<file path="src/hdl/bkim_ram.sv">
`timescale 1ns / 1ps
// ----------------------------------------------------------------------------
// bkim_ram
// Single-port RAM, one access per cycle, registered read data.
// ----------------------------------------------------------------------------
module bkim_ram #(
    parameter int WIDTH = 8,
    parameter int DEPTH = 16
) (
    input  logic                     i_clk,
    input  logic                     i_we,
    input  logic                     i_re,
    input  logic [$clog2(DEPTH)-1:0] i_addr,
    input  logic [WIDTH-1:0]         i_wdata,
    output logic [WIDTH-1:0]         o_rdata
);

    logic [WIDTH-1:0] r_mem [DEPTH];
    logic [WIDTH-1:0] r_rdata;

    always_ff @(posedge i_clk) begin
        if (i_we) begin
            r_mem[i_addr] <= i_wdata;
        end
        if (i_re) begin
            r_rdata <= r_mem[i_addr];
        end
    end

    assign o_rdata = r_rdata;

endmodule

</file>
<file path="config.mk">
export PLATFORM = sky130hd
export DESIGN_NAME = bkim_ram
export DESIGN_NICKNAME = d
export VERILOG_FILES = /design/src/hdl/bkim_ram.sv
export SDC_FILE = /design/constraint.sdc
export NUM_CORES = 1
export LEC_CHECK = 0
export BUFFER_PORTS_ARGS = -buffer_cell sky130_fd_sc_hd__buf_2
export CORE_MARGIN = 4
export CORE_UTILIZATION = 30
export CTS_CLUSTER_DIAMETER = 80
export DETAILED_ROUTE_END_ITERATION = 6
export SLEW_MARGIN = 30
export SYNTH_ARGS = -nofsm -noshare
export SYNTH_HDL_FRONTEND = slang
export SYNTH_SLANG_ARGS = --single-unit
</file>
<file path="constraint.sdc">
create_clock -name i_clk -period 2.5 [get_ports i_clk]
set_input_delay 0.5 -clock i_clk [delete_from_list [all_inputs] [get_ports i_clk]]
set_output_delay 0.5 -clock i_clk [all_outputs]
set_load 0.02 [all_outputs]
</file>
==> run_results.csv <==
group,metric,value,unit
finish,stdcell_area,6170,um^2
finish,synthToLayoutAreaGrowth,19.9,%
place,dp_cells,482,
grt,grtUsageTotal,0.112,
sta,fmax,0.567,GHz
sta,timing.setup.tns,0,ns
finish,nNetsFinal,296,
place,dp_slack,0.302,ns
clock_tree,htree_levels,4,
grt,grt_max_degree,40,
sta,hold_violations,0,
place,dp.final_hpwl,6.65,mm
floorplan,die_h,139,um
finish,layout_common_cells,"edfxtp_1, mux4_2, buf_2",
routing,drt_iter0_markers,149,
setup_path,cp-start-kind,"input pin",
routing,final_antenna_net_count,0,
setup_path,slowest_stage,"buf_2",
pwr,power_leakage,2.01,nW
setup_path,critPathMaxFanout,25,
setup_path,worst-setup-path-type,"input pin to flop",
yosys,synthXorXnorAreaFrac,0,
yosys,syn-num-nets,245,
sta,grt_setup_unrepaired,"false",
setup_path,rr_startpoint,"r_mem[2][1]",
setup_path,slowest_delay,0.46,ns
flow_run,cap_violations,0,
hold_path,min_from,"i_wdata[6]",
yosys,synthSimpleGateAreaFrac,0.0316,
yosys,ys_seq_elements,136,
sta,worst_pin_slew,0.745,ns
routing,wire_per_inst,19.7,um
clock_tree,numCtsBuffers,17,
sta,setup_ws,0.737,ns
clock_tree,cts.clk_slew.worst_paths,0.05,ns
yosys,ys_types,17,
pwr,power_density,814,nW/um^2
floorplan,fp.dieW,139,um
sta,finalClockSkew,0.00704,ns
place,placed_cell_area,5640,um^2
finish,final_cells,516,
setup_path,required,2.66,ns
yosys,postSynthCellCount,230,
hold_path,min_delay_path_depth,1,
status,outcome,"finished, final reports clean",
grt,grt_pass1_vias,2597,
setup_path,cp_data_arrival_time,1.92,ns
yosys,ys_seq_area_frac,0.793,
hold_path,min_path_type,"input pin to flop",
grt,grt_overflow,0,
floorplan,num_rows,47,
sta,finalMaxSlewViolations,0,
yosys,synth_compound_area_frac,0.0233,
routing,first_pass_iters,4,
sta,fin_hold_ws,0.481,ns
floorplan,ios,23,
grt,grt_pass1_wl,15.8,mm
routing,route.detailed.drc,0,
clock_tree,cts_root_buf,"clkbuf_16",
yosys,syn_avg_cell_area,22.4,um^2
place,gp_congestion,0.798,
setup_path,ff2ff_path_depth,3,
sta,setup_violations,0,
sta,slew_headroom,0.503,
yosys,ys_warn_count,0,
floorplan,core_area,16700,um^2
finish,nFillCells,1550,
yosys,synthMuxAreaShare,0.140,
floorplan,dieArea,19300,um^2
clock_tree,cts_hold_buffers,0,
pwr,vdd_ir_drop_max,480,uV
yosys,synth_top_family_by_area,"multiplexers",
sta,final.min_clock_period,1.76,ns
clock_tree,ctsLongestPathBuffers,2,
clock_tree,cts_sinks,136,
hold_path,min_to,"r_mem[9][6]",
clock_tree,post_cts_resized,0,
setup_path,rrSetupSlack,1.01,ns
clock_tree,post-cts-setup-buffers,0,
finish,final_common_cell,"edfxtp_1",
finish,drive_gt1_frac,0.350,
floorplan,start_util,0.308,
place,numPortBuffers,22,
setup_path,rr_endpoint,"o_rdata[1]",
yosys,yosys.area_share.adder,0,
setup_path,path_cells,"buf_2 > buf_4 > mux4_2 > a22oi_1 > nand2_1",
yosys,syn_area,5150,um^2
routing,vias_per_cell,4.67,
setup_path,worst_setup_path_end_kind,"flop",
clock_tree,clock_latency,0.41,ns
grt,antenna_found_initial,2,
sta,finalCritPeriodShare,0.705,
routing,wirelength,10.1,mm
clock_tree,cts_tree,"built",
routing,num_vias,2411,
[metrics by stage]
stage	util	total power, mW
2_1_floorplan	-	2.77
5_1_grt	0.369	5.22
6_report	0.369	5.03
3_3_place_gp	0.338	2.88
4_1_cts	0.369	5.08
3_5_place_dp	0.338	2.88
[critical path, delay by kind of cell]
family | cells | cell delay [ns]
buffers and inverters | 2 | 0.76
AO/OA/AOI/OAI | 1 | 0.27
AND/OR/NAND/NOR | 1 | 0.08
multiplexers | 1 | 0.31
[sequential cells by signal, indices dropped and copies added, names as in the netlist]
signal	cells
o_rdata	8
r_mem	128
[Yosys cell counts (all sizes together)]
library cell / number / area share
nor2: 13 / 0.0095
nand3b: 2 / 0.0029
nand2b: 2 / 0.0024
a22oi: 16 / 0.023
nor3: 4 / 0.0039
edfxtp: 136 / 0.79
nor2b: 2 / 0.0024
nand2: 9 / 0.0066
and2: 1 / 0.0012
mux4: 32 / 0.14
clkbuf: 3 / 0.0024
nand3: 1 / 0.00097
or3b: 1 / 0.0017
buf: 8 / 0.0092
[layout make-up]
type                       instances  area (um^2)  area share
tap                              220          275      0.0446
clock inverter                    12         85.1      0.0138
sequential                       136         4080       0.662
antenna                            2         5.00    0.000811
timing repair buffer              43          280      0.0454
multi-input combinational         83         1000       0.163
clock buffer                      20          437      0.0708
[metal layers]
metal	vias up	wire [um]	track usage
li1	1077	-	-
met1	1251	4640	0.145
met4	2	215	0.0515
met5	-	7	0
met3	22	524	0.0403
met2	59	4760	0.168
[cell families (layout without fill, tap and decap cells)]
logic type,after synthesis,in the layout
buffers and inverters,11,75
AO/OA/AOI/OAI,16,16
AND/OR/NAND/NOR,35,35
multiplexers,32,32
other,0,2
flip-flops,136,136
[power breakdown]
group / switching [mW] / internal [mW]
clock: 0.853 / 1.34
sequential: 0.0165 / 2.57
combinational: 0.145 / 0.0988
total: 1.02 / 4.01
[how the worst max path moves through the flow]
stage	from	to	slack, ns	cells after the start
after floorplan	i_addr[2]	r_mem[0][0]	0.51	2
after global placement	i_addr[1]	o_rdata[2]	0.29	5
after detailed placement	i_addr[1]	o_rdata[2]	0.30	5
after CTS	i_addr[1]	o_rdata[2]	0.74	5
after global routing	i_addr[1]	o_rdata[2]	0.66	5
final	i_addr[1]	o_rdata[2]	0.74	5
Power figures use the tool's default switching activity.
